**config.mk**
```make
export PLATFORM = sky130hd
export DESIGN_NAME = tga_rle_image_decoder_unit_flat
export DESIGN_NICKNAME = d
export VERILOG_FILES = /design/src/sv/tga_pkg.sv /design/src/sv/tga_stream_if.sv /design/src/sv/tga_dp.sv /design/src/sv/tga_ctrl.sv /design/src/sv/tga_rle_image_decoder_unit.sv /design/src/flat_wrapper.sv
export SDC_FILE = /design/constraint.sdc
export NUM_CORES = 1
export LEC_CHECK = 0
export BUFFER_PORTS_ARGS = -buffer_cell sky130_fd_sc_hd__buf_4
export CORE_MARGIN = 2
export CORE_UTILIZATION = 64
export CTS_BUF_LIST = sky130_fd_sc_hd__clkbuf_16
export DETAILED_ROUTE_END_ITERATION = 10
export PLACE_DENSITY_LB_ADDON = 0.25
export SYNTH_ARGS = -nofsm -noshare
export SYNTH_HDL_FRONTEND = slang
export SYNTH_SLANG_ARGS = --single-unit
```
**constraint.sdc**
```tcl
create_clock -name clk -period 12.5 [get_ports clk]
set_input_delay 2.5 -clock clk [delete_from_list [all_inputs] [get_ports clk]]
set_output_delay 2.5 -clock clk [all_outputs]
set_load 0.005 [all_outputs]
```
**src/sv/tga_pkg.sv**
```systemverilog
// Shared types, codes and helpers of the TGA RLE image decoder.
package tga_pkg;

  // Decoder phases.
  localparam logic [2:0] PH_TYPE   = 3'd0;
  localparam logic [2:0] PH_INFO   = 3'd1;
  localparam logic [2:0] PH_UNCOMP = 3'd2;
  localparam logic [2:0] PH_PKT    = 3'd3;
  localparam logic [2:0] PH_RAW    = 3'd4;
  localparam logic [2:0] PH_RUN    = 3'd5;
  localparam logic [2:0] PH_DONE   = 3'd6;
  localparam logic [2:0] PH_ERROR  = 3'd7;

  // Result status codes.
  localparam logic [2:0] STAT_PIXELS    = 3'd0;
  localparam logic [2:0] STAT_COMPLETE  = 3'd1;
  localparam logic [2:0] STAT_BAD_TYPE  = 3'd2;
  localparam logic [2:0] STAT_BAD_INFO  = 3'd3;
  localparam logic [2:0] STAT_TOO_MANY  = 3'd4;
  localparam logic [2:0] STAT_EARLY_END = 3'd5;

  // Header layout and accepted formats.
  localparam logic [3:0] TYPE_HDR_LAST  = 4'd11;
  localparam logic [3:0] TYPE_CODE_POS  = 4'd2;
  localparam logic [7:0] TYPE_UNCOMP    = 8'd2;
  localparam logic [7:0] TYPE_RLE       = 8'd10;
  localparam logic [3:0] INFO_WIDTH_LO  = 4'd0;
  localparam logic [3:0] INFO_WIDTH_HI  = 4'd1;
  localparam logic [3:0] INFO_HEIGHT_LO = 4'd2;
  localparam logic [3:0] INFO_HEIGHT_HI = 4'd3;
  localparam logic [3:0] INFO_BPP       = 4'd4;
  localparam logic [3:0] INFO_LAST      = 4'd5;
  localparam logic [7:0] BPP_RGB        = 8'd24;
  localparam logic [7:0] BPP_RGBA       = 8'd32;
  localparam logic [7:0] RUN_BIAS       = 8'd127;

  typedef struct packed {
    logic take;      // input item accepted this cycle
    logic run_step;  // emit the next pixel pair of a run
  } tga_cmd_t;

  typedef struct packed {
    logic res_valid;  // the accepted item yields a result now
    logic run_start;  // the accepted item completed a run pixel
    logic run_last;   // the next run step is the final one
  } tga_stat_t;

  // Exchange the blue and red bytes of a pixel.
  function automatic logic [31:0] swap_rb(input logic [31:0] p);
    return {p[31:24], p[7:0], p[15:8], p[23:16]};
  endfunction

endpackage

```
**src/sv/tga_stream_if.sv**
```systemverilog
// Handshake channels of the TGA decoder: file bytes in, pixel results out.
interface tga_byte_if;
  logic       valid;
  logic       ready;
  logic [7:0] file_byte;
  logic       end_of_file;

  modport source (output valid, output file_byte, output end_of_file, input ready);
  modport sink (input valid, input file_byte, input end_of_file, output ready);
endinterface

interface tga_pix_if;
  logic        valid;
  logic        ready;
  logic [31:0] first_pixel;
  logic [31:0] second_pixel;
  logic [1:0]  pixel_count;
  logic [31:0] first_index;
  logic [2:0]  status;
  logic        last_of_run;

  modport source (output valid, output first_pixel, output second_pixel,
                  output pixel_count, output first_index, output status,
                  output last_of_run, input ready);
  modport sink (input valid, input first_pixel, input second_pixel,
                input pixel_count, input first_index, input status,
                input last_of_run, output ready);
endinterface

```
**src/sv/tga_dp.sv**
```systemverilog
// Datapath of the TGA decoder: header parsing, pixel assembly and result register.
module tga_dp (
  input  logic               clk,
  input  logic               rst,
  input  tga_pkg::tga_cmd_t  cmd,
  output tga_pkg::tga_stat_t st,
  input  logic [7:0]         file_byte,
  input  logic               end_of_file,
  output logic [31:0]        first_pixel,
  output logic [31:0]        second_pixel,
  output logic [1:0]         pixel_count,
  output logic [31:0]        first_index,
  output logic [2:0]         status,
  output logic               last_of_run
);

  logic [2:0]  phase, phase_next;
  logic [3:0]  hdr_pos, hdr_pos_next;
  logic [1:0]  hdr_match, hdr_match_next;
  logic [15:0] img_width, img_width_next;
  logic [15:0] img_height, img_height_next;
  logic        four_bpp, four_bpp_next;
  logic [31:0] pix_total, pix_total_next;
  logic [31:0] pix_done, pix_done_next;
  logic [7:0]  pkt_left, pkt_left_next;
  logic [1:0]  byte_idx, byte_idx_next;
  logic [31:0] pix_asm, pix_asm_next;
  logic [31:0] run_px, run_px_next;
  logic        run_eof, run_eof_next;

  logic [31:0] r_first, r_second, r_index;
  logic [1:0]  r_count;
  logic [2:0]  r_status;
  logic        r_last;
  logic        res_valid, run_start, clear;

  logic [31:0] asm_new, done_inc, done_step, remain;
  logic [1:0]  idx_inc, step;
  logic        px_done;
  logic [7:0]  cnt;

  assign asm_new   = pix_asm | (32'(file_byte) << {byte_idx, 3'b000});
  assign idx_inc   = byte_idx + 2'd1;
  assign px_done   = four_bpp ? (idx_inc == 2'd0) : (idx_inc == 2'd3);
  assign done_inc  = pix_done + 32'd1;
  assign cnt       = file_byte[7] ? (file_byte - tga_pkg::RUN_BIAS) : (file_byte + 8'd1);
  assign remain    = pix_total - pix_done;
  assign step      = (pkt_left >= 8'd2) ? 2'd2 : 2'd1;
  assign done_step = pix_done + 32'(step);

  always_comb begin
    phase_next      = phase;
    hdr_pos_next    = hdr_pos;
    hdr_match_next  = hdr_match;
    img_width_next  = img_width;
    img_height_next = img_height;
    four_bpp_next   = four_bpp;
    pix_total_next  = pix_total;
    pix_done_next   = pix_done;
    pkt_left_next   = pkt_left;
    byte_idx_next   = byte_idx;
    pix_asm_next    = pix_asm;
    run_px_next     = run_px;
    run_eof_next    = run_eof;
    r_first   = '0;
    r_second  = '0;
    r_count   = '0;
    r_index   = '0;
    r_status  = tga_pkg::STAT_PIXELS;
    r_last    = 1'b1;
    res_valid = 1'b0;
    run_start = 1'b0;
    clear     = 1'b0;

    if (cmd.take) begin
      unique case (phase) inside
        tga_pkg::PH_TYPE: begin
          if (file_byte != ((hdr_pos == tga_pkg::TYPE_CODE_POS) ? tga_pkg::TYPE_UNCOMP : 8'd0))
            hdr_match_next[0] = 1'b0;
          if (file_byte != ((hdr_pos == tga_pkg::TYPE_CODE_POS) ? tga_pkg::TYPE_RLE : 8'd0))
            hdr_match_next[1] = 1'b0;
          hdr_pos_next = hdr_pos + 4'd1;
          if (hdr_pos == tga_pkg::TYPE_HDR_LAST) begin
            hdr_pos_next = '0;
            if (hdr_match_next == 2'b00) begin
              res_valid  = 1'b1;
              r_status   = tga_pkg::STAT_BAD_TYPE;
              phase_next = tga_pkg::PH_ERROR;
            end else begin
              phase_next = tga_pkg::PH_INFO;
            end
          end
        end
        tga_pkg::PH_INFO: begin
          case (hdr_pos)
            tga_pkg::INFO_WIDTH_LO:  img_width_next  = {8'h00, file_byte};
            tga_pkg::INFO_WIDTH_HI:  img_width_next  = {file_byte, img_width[7:0]};
            tga_pkg::INFO_HEIGHT_LO: img_height_next = {8'h00, file_byte};
            tga_pkg::INFO_HEIGHT_HI: img_height_next = {file_byte, img_height[7:0]};
            tga_pkg::INFO_BPP:       pix_asm_next    = {24'h0, file_byte};
            default: ;
          endcase
          hdr_pos_next = hdr_pos + 4'd1;
          if (hdr_pos == tga_pkg::INFO_LAST) begin
            hdr_pos_next  = '0;
            pix_asm_next  = '0;
            byte_idx_next = '0;
            if (img_width == 16'd0 || img_height == 16'd0 ||
                (pix_asm[7:0] != tga_pkg::BPP_RGB && pix_asm[7:0] != tga_pkg::BPP_RGBA)) begin
              res_valid  = 1'b1;
              r_status   = tga_pkg::STAT_BAD_INFO;
              phase_next = tga_pkg::PH_ERROR;
            end else begin
              four_bpp_next  = (pix_asm[7:0] == tga_pkg::BPP_RGBA);
              pix_total_next = {16'h0, img_width} * {16'h0, img_height};
              pix_done_next  = '0;
              phase_next     = hdr_match[0] ? tga_pkg::PH_UNCOMP : tga_pkg::PH_PKT;
            end
          end
        end
        tga_pkg::PH_PKT: begin
          if ({24'h0, cnt} > remain) begin
            res_valid  = 1'b1;
            r_status   = tga_pkg::STAT_TOO_MANY;
            phase_next = tga_pkg::PH_ERROR;
          end else begin
            pkt_left_next = cnt;
            byte_idx_next = '0;
            pix_asm_next  = '0;
            phase_next    = file_byte[7] ? tga_pkg::PH_RUN : tga_pkg::PH_RAW;
          end
        end
        tga_pkg::PH_UNCOMP, tga_pkg::PH_RAW, tga_pkg::PH_RUN: begin
          if (px_done) begin
            pix_asm_next  = '0;
            byte_idx_next = '0;
            if (phase == tga_pkg::PH_RUN) begin
              run_px_next  = tga_pkg::swap_rb(asm_new);
              run_eof_next = end_of_file;
              run_start    = 1'b1;
            end else begin
              res_valid     = 1'b1;
              r_count       = 2'd1;
              r_index       = pix_done;
              r_first       = (phase == tga_pkg::PH_RAW) ? tga_pkg::swap_rb(asm_new) : asm_new;
              pix_done_next = done_inc;
              if (phase == tga_pkg::PH_UNCOMP) begin
                if (done_inc == pix_total) begin
                  r_status   = tga_pkg::STAT_COMPLETE;
                  phase_next = tga_pkg::PH_DONE;
                end
              end else begin
                pkt_left_next = (pkt_left == 8'd0) ? 8'd0 : pkt_left - 8'd1;
                if (pkt_left <= 8'd1) begin
                  if (done_inc == pix_total) begin
                    r_status   = tga_pkg::STAT_COMPLETE;
                    phase_next = tga_pkg::PH_DONE;
                  end else begin
                    phase_next = tga_pkg::PH_PKT;
                  end
                end
              end
            end
          end else begin
            pix_asm_next  = asm_new;
            byte_idx_next = idx_inc;
          end
        end
        default: ;
      endcase

      // A run pixel defers end-of-file handling to its final pixel pair.
      if (end_of_file && !run_start) begin
        if (phase_next != tga_pkg::PH_DONE && phase_next != tga_pkg::PH_ERROR) begin
          if (!res_valid) begin
            res_valid = 1'b1;
            r_status  = tga_pkg::STAT_EARLY_END;
          end else if (r_status == tga_pkg::STAT_PIXELS) begin
            r_status = tga_pkg::STAT_EARLY_END;
          end
        end
        clear = 1'b1;
      end
    end else if (cmd.run_step) begin
      r_first       = run_px;
      r_second      = (step == 2'd2) ? run_px : 32'd0;
      r_count       = step;
      r_index       = pix_done;
      r_last        = (pkt_left <= 8'd2);
      pix_done_next = done_step;
      pkt_left_next = pkt_left - 8'(step);
      if (pkt_left <= 8'd2) begin
        pkt_left_next = '0;
        if (done_step == pix_total) begin
          r_status   = tga_pkg::STAT_COMPLETE;
          phase_next = tga_pkg::PH_DONE;
        end else begin
          phase_next = tga_pkg::PH_PKT;
        end
        if (run_eof) begin
          if (r_status == tga_pkg::STAT_PIXELS) r_status = tga_pkg::STAT_EARLY_END;
          clear = 1'b1;
        end
      end
    end

    if (clear) begin
      phase_next      = tga_pkg::PH_TYPE;
      hdr_pos_next    = '0;
      hdr_match_next  = 2'b11;
      img_width_next  = '0;
      img_height_next = '0;
      four_bpp_next   = 1'b0;
      pix_total_next  = '0;
      pix_done_next   = '0;
      pkt_left_next   = '0;
      byte_idx_next   = '0;
      pix_asm_next    = '0;
      run_eof_next    = 1'b0;
    end
  end

  always_ff @(posedge clk) begin
    if (rst) begin
      phase      <= tga_pkg::PH_TYPE;
      hdr_pos    <= '0;
      hdr_match  <= 2'b11;
      img_width  <= '0;
      img_height <= '0;
      four_bpp   <= 1'b0;
      pix_total  <= '0;
      pix_done   <= '0;
      pkt_left   <= '0;
      byte_idx   <= '0;
      pix_asm    <= '0;
      run_eof    <= 1'b0;
    end else begin
      phase      <= phase_next;
      hdr_pos    <= hdr_pos_next;
      hdr_match  <= hdr_match_next;
      img_width  <= img_width_next;
      img_height <= img_height_next;
      four_bpp   <= four_bpp_next;
      pix_total  <= pix_total_next;
      pix_done   <= pix_done_next;
      pkt_left   <= pkt_left_next;
      byte_idx   <= byte_idx_next;
      pix_asm    <= pix_asm_next;
      run_eof    <= run_eof_next;
    end
  end

  always_ff @(posedge clk) begin
    run_px <= run_px_next;
    if (cmd.run_step || (cmd.take && res_valid)) begin
      first_pixel  <= r_first;
      second_pixel <= r_second;
      pixel_count  <= r_count;
      first_index  <= r_index;
      status       <= r_status;
      last_of_run  <= r_last;
    end
  end

  assign st.res_valid = res_valid;
  assign st.run_start = run_start;
  assign st.run_last  = (pkt_left <= 8'd2);

endmodule

```
**src/sv/tga_ctrl.sv**
```systemverilog
// Controller of the TGA decoder: input/output handshake and run expansion sequencing.
module tga_ctrl (
  input  logic               clk,
  input  logic               rst,
  input  logic               in_valid,
  output logic               in_ready,
  output logic               out_valid,
  input  logic               out_ready,
  input  tga_pkg::tga_stat_t st,
  output tga_pkg::tga_cmd_t  cmd
);

  localparam logic ST_ACCEPT = 1'b0;
  localparam logic ST_RUN    = 1'b1;

  logic state, state_next;
  logic out_free;

  assign out_free     = !out_valid || out_ready;
  assign in_ready     = (state == ST_ACCEPT) && out_free;
  assign cmd.take     = in_valid && in_ready;
  assign cmd.run_step = (state == ST_RUN) && out_free;

  always_comb begin
    state_next = state;
    unique case (state)
      ST_ACCEPT: if (cmd.take && st.run_start) state_next = ST_RUN;
      ST_RUN:    if (cmd.run_step && st.run_last) state_next = ST_ACCEPT;
      default:   state_next = ST_ACCEPT;
    endcase
  end

  always_ff @(posedge clk) begin
    if (rst) begin
      state     <= ST_ACCEPT;
      out_valid <= 1'b0;
    end else begin
      state <= state_next;
      if (out_free) out_valid <= (cmd.take && st.res_valid) || cmd.run_step;
    end
  end

  // A run pixel always starts the expansion sequence.
  a_run_enter: assert property (@(posedge clk) disable iff (rst)
    cmd.take && st.run_start |=> state == ST_RUN)
    else $error("run pixel did not start expansion");

  // Expansion ends only on its final pair.
  a_run_hold: assert property (@(posedge clk) disable iff (rst)
    state == ST_RUN && !(cmd.run_step && st.run_last) |=> state == ST_RUN)
    else $error("run expansion left early");

  // A byte that yields a result shows it on the next cycle.
  a_result_shown: assert property (@(posedge clk) disable iff (rst)
    cmd.take && st.res_valid |=> out_valid)
    else $error("result of accepted item was lost");

endmodule

```
**src/sv/tga_rle_image_decoder_unit.sv**
```systemverilog
// Top level of the TGA image decoder (uncompressed and RLE true-color files).
//
// The file_bytes channel carries the file one byte per item, from its first
// header byte; end_of_file marks the final byte, after which the decoder
// restarts for the next file. The results channel carries up to two pixels
// per item with the raster index of the first, plus a status code that flags
// image complete, a bad type header, bad image info, too many pixels or an
// early end of file. last_of_run marks the final result caused by one byte.
// A header, raw or uncompressed byte that completes a pixel or a status is
// visible in the output register on the cycle after it is accepted. Header,
// raw packet and uncompressed bytes are taken one per cycle while the receiver
// does not stall. A byte that completes the pixel of a run packet holds the
// input off while the run drains as pixel pairs, one pair per cycle while the
// receiver does not stall: the controller's state register enters the run
// state after the byte, and each pair is then loaded into the output register.
// When the receiver stalls, the output register holds its item and no new
// byte is accepted until that item is taken. Synchronous reset returns the
// decoder to the start of the type header and empties the output register;
// there is no clearing pass, so the first byte may be sent right after reset.
module tga_rle_image_decoder_unit (
  input logic      clk,
  input logic      rst,
  tga_byte_if.sink file_bytes,
  tga_pix_if.source results
);

  tga_pkg::tga_cmd_t  cmd;
  tga_pkg::tga_stat_t st;

  // Handshake and run sequencing.
  tga_ctrl u_ctrl (
    .clk       (clk),
    .rst       (rst),
    .in_valid  (file_bytes.valid),
    .in_ready  (file_bytes.ready),
    .out_valid (results.valid),
    .out_ready (results.ready),
    .st        (st),
    .cmd       (cmd)
  );

  // Header parsing, pixel assembly, counters and the result register.
  tga_dp u_dp (
    .clk          (clk),
    .rst          (rst),
    .cmd          (cmd),
    .st           (st),
    .file_byte    (file_bytes.file_byte),
    .end_of_file  (file_bytes.end_of_file),
    .first_pixel  (results.first_pixel),
    .second_pixel (results.second_pixel),
    .pixel_count  (results.pixel_count),
    .first_index  (results.first_index),
    .status       (results.status),
    .last_of_run  (results.last_of_run)
  );

endmodule

```
**src/flat_wrapper.sv**
```systemverilog
// flat-port wrapper written by rule: the top's interface ports become plain ports
module tga_rle_image_decoder_unit_flat 
  (clk, rst, file_bytes_valid, file_bytes_file_byte, file_bytes_end_of_file, file_bytes_ready, results_valid, results_first_pixel, results_second_pixel, results_pixel_count, results_first_index, results_status, results_last_of_run, results_ready);
  tga_byte_if file_bytes_i ();
  tga_pix_if results_i ();
  input logic clk;
  input logic rst;
  input wire logic [$bits(file_bytes_i.valid)-1:0] file_bytes_valid;
  input wire logic [$bits(file_bytes_i.file_byte)-1:0] file_bytes_file_byte;
  input wire logic [$bits(file_bytes_i.end_of_file)-1:0] file_bytes_end_of_file;
  output wire logic [$bits(file_bytes_i.ready)-1:0] file_bytes_ready;
  output wire logic [$bits(results_i.valid)-1:0] results_valid;
  output wire logic [$bits(results_i.first_pixel)-1:0] results_first_pixel;
  output wire logic [$bits(results_i.second_pixel)-1:0] results_second_pixel;
  output wire logic [$bits(results_i.pixel_count)-1:0] results_pixel_count;
  output wire logic [$bits(results_i.first_index)-1:0] results_first_index;
  output wire logic [$bits(results_i.status)-1:0] results_status;
  output wire logic [$bits(results_i.last_of_run)-1:0] results_last_of_run;
  input wire logic [$bits(results_i.ready)-1:0] results_ready;
  assign file_bytes_i.valid = file_bytes_valid;
  assign file_bytes_i.file_byte = file_bytes_file_byte;
  assign file_bytes_i.end_of_file = file_bytes_end_of_file;
  assign file_bytes_ready = file_bytes_i.ready;
  assign results_valid = results_i.valid;
  assign results_first_pixel = results_i.first_pixel;
  assign results_second_pixel = results_i.second_pixel;
  assign results_pixel_count = results_i.pixel_count;
  assign results_first_index = results_i.first_index;
  assign results_status = results_i.status;
  assign results_last_of_run = results_i.last_of_run;
  assign results_i.ready = results_ready;
  tga_rle_image_decoder_unit u_core (.clk(clk), .rst(rst), .file_bytes(file_bytes_i), .results(results_i));
endmodule
```
After elaboration in Yosys (flattened, before gate mapping)
Cells that the tools add are included.
Storage, ports and cells
  memories kept: 0
  bits in registers: 285
  latch bits: 0
  bits in writable memories: 0
  memory bits (read-only): 0
  output and inout bits: 104
  input port bits: 13
Cells by class
  order comparisons: 4
  add/sub/neg operators: 9
  equal/unequal tests: 33
  bitwise operators: 7
  div/mod/pow operators: 0
  mux-type cells: 126
  multipliers: 1
  reductions and logical operators: 47
  shifts and indexed selects: 1
Operators with widths (count)
  32-bit two-way mux: 20
  32-bit case mux with 3 select lines: 1
  3-bit two-way mux: 30
  8-bit two-way mux: 9
  32-bit == test: 2
  16-bit case mux with 2 select lines: 2
  32-bit case mux with 2 select lines: 1
  1-bit two-way mux: 40
  32-bit by 1-bit adder with 32-bit output (second input constant): 1
  32-bit by 2-bit adder with 32-bit output: 1
  8-bit by 32-bit > comparator with 1-bit output: 1
  16-bit logical NOT: 2
  16-bit by 16-bit multiplier with 32-bit output: 1
  32-bit OR: 1
  8-bit by 5-bit << shifter with 32-bit output: 1
  32-bit subtractor: 1
  3-bit != test (second input constant): 10
  2-bit two-way mux: 12
  24-bit two-way mux: 1
  3-bit case mux with 4 select lines: 2
  4-bit AND reduction: 6
  8-bit case mux with 2 select lines: 1
  4-bit two-way mux: 3
  6-bit AND reduction: 2
  43 further kinds: 77

Longest topological paths before layout
Gate-level depths: netlist of the first run.
  depth in word-level cells: 18
  gate-level depth with buffers: 26
  gate-level depth less buffers: 24

Hierarchy
Synthesis of the first run repeated with hierarchy kept, for this count alone.
Unflattened totals
  cell total of the unflattened synthesis: 2891
  area total of the unflattened synthesis: 24946.4 µm²
By module, submodules not included
  tga_dp: area each 24847.6 µm², instances 1, cells each 2881, sequential area each 7006.7 µm²
  tga_ctrl: area each 98.8 µm², instances 1, cells each 10, sequential area each 40.0 µm²

Worst setup path after synthesis of the first run
OpenSTA, ideal clock, no wires.
  kind: input-to-reg
  start point: in file_bytes_file_byte[2]
  end point: reg u_core.u_dp.first_index[0], enable pin
  arrival time: 10.449 ns
  slack: 1.431 ns
  cell stages on the path: 14
  required time: 11.880 ns
  library setup time: 0.620 ns
  cells stage by stage: and3_1 -> and3_1 -> and3_1 -> ha_1 -> nand4_1 -> o22ai_1 -> a211oi_1 -> o31ai_1 -> nor4_1 -> nand4_1 -> nor4_1 -> nand4_2 -> a21boi_2 -> a41oi_1
On the way
  longest elaborated chain between the ends: 16
  elaborated cells between the ends (all ways): 31
Ends and longest elaborated chain
  from (decl): line flat_wrapper.sv:9  | input wire logic [$bits(file_bytes_i.file_byte)-1:0] file_bytes_file_byte;
  branches (longest 12 deep; another with 8-bit by 32-bit > comparator with 1-bit output)
  1-bit two-way mux (*): line tga_dp.sv:173  | if (end_of_file && !run_start) begin
  1-bit two-way mux (*): line tga_dp.sv:75  | if (cmd.take) begin
  1-bit logical AND (*): line tga_dp.sv:255  | if (cmd.run_step || (cmd.take && res_valid)) begin
  1-bit logical OR (*): line tga_dp.sv:255
  to (signal assigned): line tga_dp.sv:259  | first_index <= r_index;
  to (decl): line tga_dp.sv:12  | output logic [31:0] first_index,
Mark *: on every way between the ends. The select of a mux whose other input is x is not followed.
A chain may end at the register's enable or synchronous reset.

Final worst setup path of the first run
  start point: reg u_core.u_dp.img_height[8]
  end point: reg u_core.u_dp.pix_total[31]
On the way
  longest elaborated chain between the ends: 5
  elaborated cells between the ends (all ways): 6
Ends and longest elaborated chain
  from (decl): line tga_dp.sv:21  | logic [15:0] img_height, img_height_next;
  from (signal assigned): line tga_dp.sv:242  | img_height <= img_height_next;
  branches (longest 5 deep; another with 16-bit by 16-bit multiplier with 32-bit output)
  to (signal assigned): line tga_dp.sv:244  | pix_total <= pix_total_next;
  to (decl): line tga_dp.sv:23  | logic [31:0] pix_total, pix_total_next;
Parallel ways; which one is timed is not known.

==> results.md, run 1 <==
- Share of post-route cells with drive strength above 1: 0.0785
- Worst Hold Launch: u_core.u_dp.hdr_match[1]
- Chip width: about 200 um
- Reg area: slightly above 7000 um2
- Critical Path RT: between 10 and 15 ns
- Inserted Clock Buffers: 31
- Flops & latches, synth: ~290
- DRC viols: 0
- # diodes: 0
- Crit start category: flop
- Power per cell area: about 83 nW/um2
- Wl on met1: between 20 and 30 mm
- Routed Antenna Nets: 0
- Vias in the first global route: approximately 22000
- Largest net degree at the start of global routing: 90
- Lkg Pwr: 11.7 nW
- Synth area leaders: edfxtp_1, fa_1, dfxtp_1
- CTS clk-pin slew, worst paths: about 0.08 ns
- Least-Margin Pin Slew: roughly 1.2 ns
- IO Pins: roughly 120
- Synth Flop Type: dfxtp_1
- Final worst clock skew: between 0.03 and 0.04 ns
- Mapped Cells: about 2900
- Setup TNS Final: 0 ns
- Core ar.: roughly 39000 um2
- Filler instances: roughly 3000
- Crit-path max FO: 18
- DR top layer: met5
- Top cells by count, synth: nand2_1, inv_1, nor2_1
- Slew Viols, Final: 0
- Yosys cell types: 89
- Period utilization: 0.570
- Die area: between 40000 and 50000 um2
- Final wirelength: about 74 mm
- RSZ-0062 raised after global routing: false
- Number of synthesized flops with an enable pin: 134
- Vias per std cell: roughly 6.4
- Buffers on Ports: 116
- CTS Hold Buffers Added: 0
- Syn Area/Cell: 8.56 um2
- Tightest Hold Check Type: reg -> reg
- H-Tree Depth: 1
- Critical Path AT: 7.63 ns
- Cell taking the most area after synthesis: edfxtp_1
- Total Routing Usage GR: 0.366
- Clock buffer depth: 3
- Gpl congestion: roughly 1.0
- Final #Nets: about 3300
- Async set or reset register ratio after synthesis: 0
- Post-Syn Area: roughly 25000 um2
- Crit path launch: u_core.u_dp.img_height[8]
- Slew HR: 0.172
- Cell Rows: between 70 and 80
- Crit Path Class: reg -> reg
- Wire per inst: between 20 and 25 um
- First-pass DRT Iterations: 6
- Max VDD drop: approximately 0.00010 V
- Status: finished, final reports clean
- CTS root buf: clkbuf_16
- Post-synth top area share: 0.160
- Syn Nets: 3306
- Seq/Total Area, Yosys: 0.281
- Area delta synth->final: 8.15%
- Period minus WS final: between 7 and 8 ns
- Post-DP HPWL: 54.6 mm
- Most instantiated library cell after synthesis: nand2_1
- Peak Freq: 140 MHz
- Initial antenna violation count: 1
- Routed wl met2: approximately 33 mm
- CTS resizes: 0
- Vias: around 22000
- Die H: 202 um
- First-pass GRT wire length: between 100 and 150 mm
- Starting Density: 0.648
- Clock Latency Late Sink: ~0.61 ns
- Detailed router's first-iteration violation count: ~2300
- Place WS: slightly below 5 ns
- Crit path capture type: flop
- Sink Count: 285
- Multi-input gate area: 16200 um2
- Post-layout util: 0.701
- Final Hold Vio Count: 0
- Postcts setup bufs: 0
- Final setup margin: between 5 and 6 ns
- CTS tree: yes
- Max-cap violations: 0
- Yosys warning count: 0
- Final setup viols: 0
- Met3 wire len: between 8 and 9 mm
- FF-to-FF Start: u_core.u_dp.img_height[8]
- Gr ovfl total: 0
## placed cells by master (no fill, tap or decap), types with 25 or more instances in the layout
cell type	instances
xor2_1	45
fa_1	197
nor4_1	31
inv_1	311
buf_4	137
and2_1	127
a21oi_1	201
nand3_1	88
nand4_1	31
dfxtp_1	151
ha_1	160
o21ai_0	127
o41ai_1	26
a21o_1	28
clkbuf_16	34
nand2_1	368
mux2i_1	25
nor3_1	51
edfxtp_1	134
nor2_1	231
xnor2_1	81
## critical path, cell delays in order (launching register included)
cell and delay (ns):
dfxtp_1 0.97, nand2_1 0.19, fa_1 0.55, inv_1 0.05, fa_1 0.50, inv_1 0.06, fa_1 0.53, inv_1 0.05
fa_1 0.38, fa_1 0.52, inv_1 0.05, fa_1 0.47, inv_1 0.04, ha_1 0.35, a21o_1 0.24, a21oi_1 0.14
o21ai_0 0.12, or4_1 0.41, a21oi_1 0.25, nor4_1 0.13, o31ai_1 0.41, o21ai_0 0.14, a21oi_1 0.19, xnor2_1 0.09
a211oi_1 0.21
## through the flow
| step | cells | hold WS, ns | cell area (um2) | total power [mW] |
|---|---|---|---|---|
| 2_1_floorplan | 2936 | 0.422 | 25100 | 1.21 |
| 3_3_place_gp | 3403 | 0.434 | 26100 | 1.30 |
| 3_5_place_dp | 3403 | 0.441 | 26100 | 1.31 |
| 4_1_cts | 3461 | 0.451 | 27200 | 2.27 |
| 5_1_grt | 3461 | 0.475 | 27200 | 2.33 |
| 6_report | 3461 | 0.452 | 27200 | 2.27 |
## cell families after synthesis
group / Yosys count / synth area share
multiplexers: 26 / 0.0104
adder cells (fa/ha/maj): 357 / 0.237
flip-flops: 285 / 0.281
AND/OR/NAND/NOR: 1033 / 0.196
buffers and inverters: 496 / 0.0759
AO/OA/AOI/OAI: 611 / 0.154
XOR/XNOR: 128 / 0.0457
## routing by layer
metal	global-route usage	vias up
met5	0	-
met1	0.502	10700
li1	-	9976
met4	0.122	2
met2	0.575	1181
met3	0.0863	182
## worst paths after layout
| path | cells past startpoint | end | slack (ns) |
|---|---|---|---|
| worst max-delay path | 24 | u_core.u_dp.pix_total[31] | 5.38 |
| worst min-delay path | 2 | u_core.u_dp.hdr_match[1] | 0.45 |
| worst max register to register | 24 | u_core.u_dp.pix_total[31] | 5.38 |
| worst min register to register | 2 | u_core.u_dp.hdr_match[1] | 0.45 |
## cell type report
type                            count  share of cell area
Clock inverter                     24             0.00834
Timing Repair Buffer              137              0.0379
Multi-Input combinational cell   2155               0.597
Sequential cell                   285               0.259
Inverter                          308              0.0426
Tap cell                          518              0.0239
Clock buffer                       34              0.0313
## report_power, final
group	total [mW]	switching, mW	internal (mW)
registers	1.00	0.0140	0.991
clock network	0.968	0.411	0.557
logic	0.295	0.197	0.0980
## flip-flops by register name, indices dropped and copies added, names as in the netlist, 8 cells and up
name	count
u_core.u_dp.first_index	32
u_core.u_dp.first_pixel	32
u_core.u_dp.pix_asm	32
u_core.u_dp.pix_done	32
u_core.u_dp.pix_total	32
u_core.u_dp.run_px	32
u_core.u_dp.second_pixel	32
u_core.u_dp.img_height	16
u_core.u_dp.img_width	16
u_core.u_dp.pkt_left	8
Power figures use the tool's default switching activity.
==> run 2, diff against run 1 <==
CORE_UTILIZATION = 58   (was 64)
clock period = 6.4 ns   (was 12.5 ns; I/O delays follow)
==> run 2 against run 1 <==
Effect of this change: via count is 0.60% higher; largest power group unchanged; non-clock buffer count is 100 higher; first-iteration DRC count is 3.8% lower; largest cell class unchanged; power is 93% higher; critical path depth stayed put.
==> results.md, run 2 (synthesis results as in run 1) <==
- Lkg Pwr: 12.2 nW (+4.6%)
- Power per cell area: 155 nW/um2 (+86%)
- Internal: 3.15 mW (+92%)
- Setup TNS Final: 0 ns (unchanged)
- Commonest non-fill, non-tap cells in the layout: nand2_1, inv_1, nor2_1, buf_4, a21oi_1
- Crit Path Class: reg -> reg
- Largest net degree at the start of global routing: 71 (-21%)
- Commonest non-fill, non-tap cell in the layout: nand2_1
- Crit path top cell by count: fa_1
- Crit path capture type: flop
- Period utilization: 0.963 (+0.393)
- Net Sw Frac: 0.279 (+0.00466)
- Inserted Clock Buffers: 31 (unchanged)
- Sequential group share of total power: 0.447 (+0.004)
- Die H: 212 um (+4.9%)
- Die area: 45000 um2 (+10%)
- Crit path buf inv count: 5 (unchanged)
- Initial antenna violation count: 1 (unchanged)
- Critical Path RT: 6.85 ns (-6.16 ns)
- Crit-path max FO: 10 (-8)
- Met3 Use GR: 0.0691 (-0.0171)
- Tightest Hold Check Type: reg -> reg
- CTS tree: yes
- Final setup viols: 0 (unchanged)
- Max incr delay on CP: 0.54 ns (-0.43 ns)
- Total Routing Usage GR: 0.339 (-0.0265)
- Met1 Usage GRT: 0.459 (-0.0423)
- H-Tree Depth: 1 (unchanged)
- Slew Viols, Final: 0 (unchanged)
- Cell Rows: 76 (+5.6%)
- CTS root buf: clkbuf_16
- Crit start category: flop
- Sink Count: 285 (unchanged)
- Least-Margin Pin Slew: 1.14 ns (-0.102 ns)
- Switching Power: 1.22 mW (+96%)
- Starting Density: 0.586 (-0.0627)
- First-pass GRT wire length: 119 mm (+0.61%)
- Final #Nets: 3388 (+3.0%)
- Met2 global-route usage: 0.536 (-0.0391)
- Hold slack: 0.446 ns (-0.00608 ns)
- Area delta synth->final: 12.0%
- DRC viols: 0 (unchanged)
- First-pass DRT Iterations: 6 (unchanged)
- Vias per std cell: 6.10 (-4.1%)
- Final Hold Vio Count: 0 (unchanged)
- CTS clk-pin slew, worst paths: 0.07 ns (about the same)
- Max VDD drop: 0.000187 V (+79%)
- Routed Antenna Nets: 0 (unchanged)
- CP max-delay cell: fa_1
- Clk pwr share: 0.416 (-0.011)
- Critical Path AT: 6.61 ns (-1.02 ns)
- Status: finished, final reports clean
- Final wirelength: 75.6 mm (+2.4%)
- Clock Latency Late Sink: 0.61 ns (about the same)
- FF-to-FF path depth: 24 (unchanged)
- Slew HR: 0.240 (+0.0684)
- Wire per inst: 20.8 um (-2.3%)
- Vias in the first global route: 21800 (+0.97%)
- Detailed router's first-iteration violation count: 2189 (-3.8%)
- Critical Path, Cell by Cell: and2_1 > fa_1 > inv_1 > fa_1 > inv_1 > fa_1 > fa_1 > fa_1 > inv_1 > fa_1 > inv_1 > ha_1 > a21o_1 > a21oi_2 > o21ai_2 > or4_4 > a21oi_4 > nor4_2 > o31ai_1 > buf_4 > o21bai_1 > xor2_1 > nand2_1 > a21oi_1
- Gr ovfl total: 0 (unchanged)
- Peak Freq: 162 MHz (+16%)
- Share of post-route cells with drive strength above 1: 0.119 (+0.0401)
- Busiest grt layer: met2
- Hold Crit Depth: 2 (unchanged)
- IO Pins: 117 (unchanged)
- CTS Hold Buffers Added: 0 (unchanged)
- Buffers on Ports: 116 (unchanged)
- Clock buffer depth: 3 (unchanged)
- Post-DP HPWL: 58.4 mm (+7.1%)
- Gpl congestion: 0.975 (-3.2%)
- Chip width: 212 um (+4.9%)
- Final worst clock skew: 0.0140 ns (-0.0187 ns)
- Max-cap violations: 0 (unchanged)
- Vias: 22100 (+0.60%)
- Period minus WS final: 6.16 ns (-0.962 ns)
- Core ar.: 42900 um2 (+11%)
- Combinational power share: 0.137 (+0.007)
- CP Depth: 24 (unchanged)
- Gate family responsible for the most delay along the worst path: adder cells
==> run 2: cell count changes in the layout (fill, tap and decap cells not counted), moves of 4 or more <==
cell	before	now
buf_12	0	4
clkinv_1	1	6
buf_4	137	231
dfxtp_2	0	16
dfxtp_4	0	9
fa_1	197	192
inv_1	311	316
dfxtp_1	151	126
fa_2	0	5
==> run 2: layout make-up <==
| class | count | area, um2 |
|---|---|---|
| Multi-Input combinational cell | 2155 | 16300 |
| Fill cell | 3556 | 14700 |
| Sequential cell | 285 | 7100 |
| Timing Repair Buffer | 237 | 1840 |
| Inverter | 308 | 1160 |
| Clock buffer | 31 | 776 |
| Tap cell | 585 | 732 |
| Clock inverter | 27 | 233 |
| Antenna cell | 1 | 2.50 |
==> run 2: path summary, 6_finish.rpt <==
check / slack [ns] / from / endpoint
hold reg to reg: 0.45 / u_core.u_dp.hdr_match[1] / u_core.u_dp.hdr_match[1]
hold / removal: 0.45 / u_core.u_dp.hdr_match[1] / u_core.u_dp.hdr_match[1]
setup reg to reg: 0.24 / u_core.u_dp.img_height[4] / u_core.u_dp.pix_total[29]
setup / recovery: 0.24 / u_core.u_dp.img_height[4] / u_core.u_dp.pix_total[29]
==> run 2: per-layer routing <==
metal | routed length (um) | vias to the layer above
li1 | - | 10200
met1 | 31200 | 10700
met2 | 33700 | 1072
met3 | 7720 | 215
met4 | 3010 | 0
met5 | 0 | -
==> run 2: repair_timing <==
action / 4_1_cts / 5_1_grt
setup buffers: 0 / 11
endpoints found under the setup margin: 0 / 10
resized for setup: 0 / 57
==> run 2: metrics by stage <==
stage / utilization / std cells / cell area, um2 / setup WS, ns / power (mW)
after CTS: 0.651 / 3617 / 27900 / 0.0161 / 4.37
after floorplan: - / 2936 / 25100 / 0.00484 / 2.37
after global routing: 0.656 / 3628 / 28100 / -0.0397 / 4.50
final: 0.656 / 3629 / 28100 / 0.239 / 4.37
after detailed placement: 0.627 / 3559 / 26900 / 0.0551 / 2.58
after global placement: 0.627 / 3559 / 26900 / 0.158 / 2.57
==> run 2: worst reg2reg max path, stage by stage, from the launching register on <==
cell	delay (ns)
dfxtp_4	0.38
and2_1	0.16
fa_1	0.53
inv_1	0.05
fa_1	0.47
inv_1	0.05
fa_1	0.50
fa_1	0.54
fa_1	0.54
inv_1	0.05
fa_1	0.47
inv_1	0.04
ha_1	0.27
a21o_1	0.19
a21oi_2	0.15
o21ai_2	0.07
or4_4	0.49
a21oi_4	0.15
nor4_2	0.08
o31ai_1	0.28
buf_4	0.18
o21bai_1	0.07
xor2_1	0.17
nand2_1	0.07
a21oi_1	0.05
==> run 2: power by group through the flow <==
stage	logic, mW	registers (mW)	clock network, mW
after floorplan	0.372	1.99	0
after global placement	0.571	2.00	0
after detailed placement	0.582	2.00	0
after CTS	0.586	1.96	1.83
after global routing	0.647	1.96	1.90
final	0.600	1.95	1.82
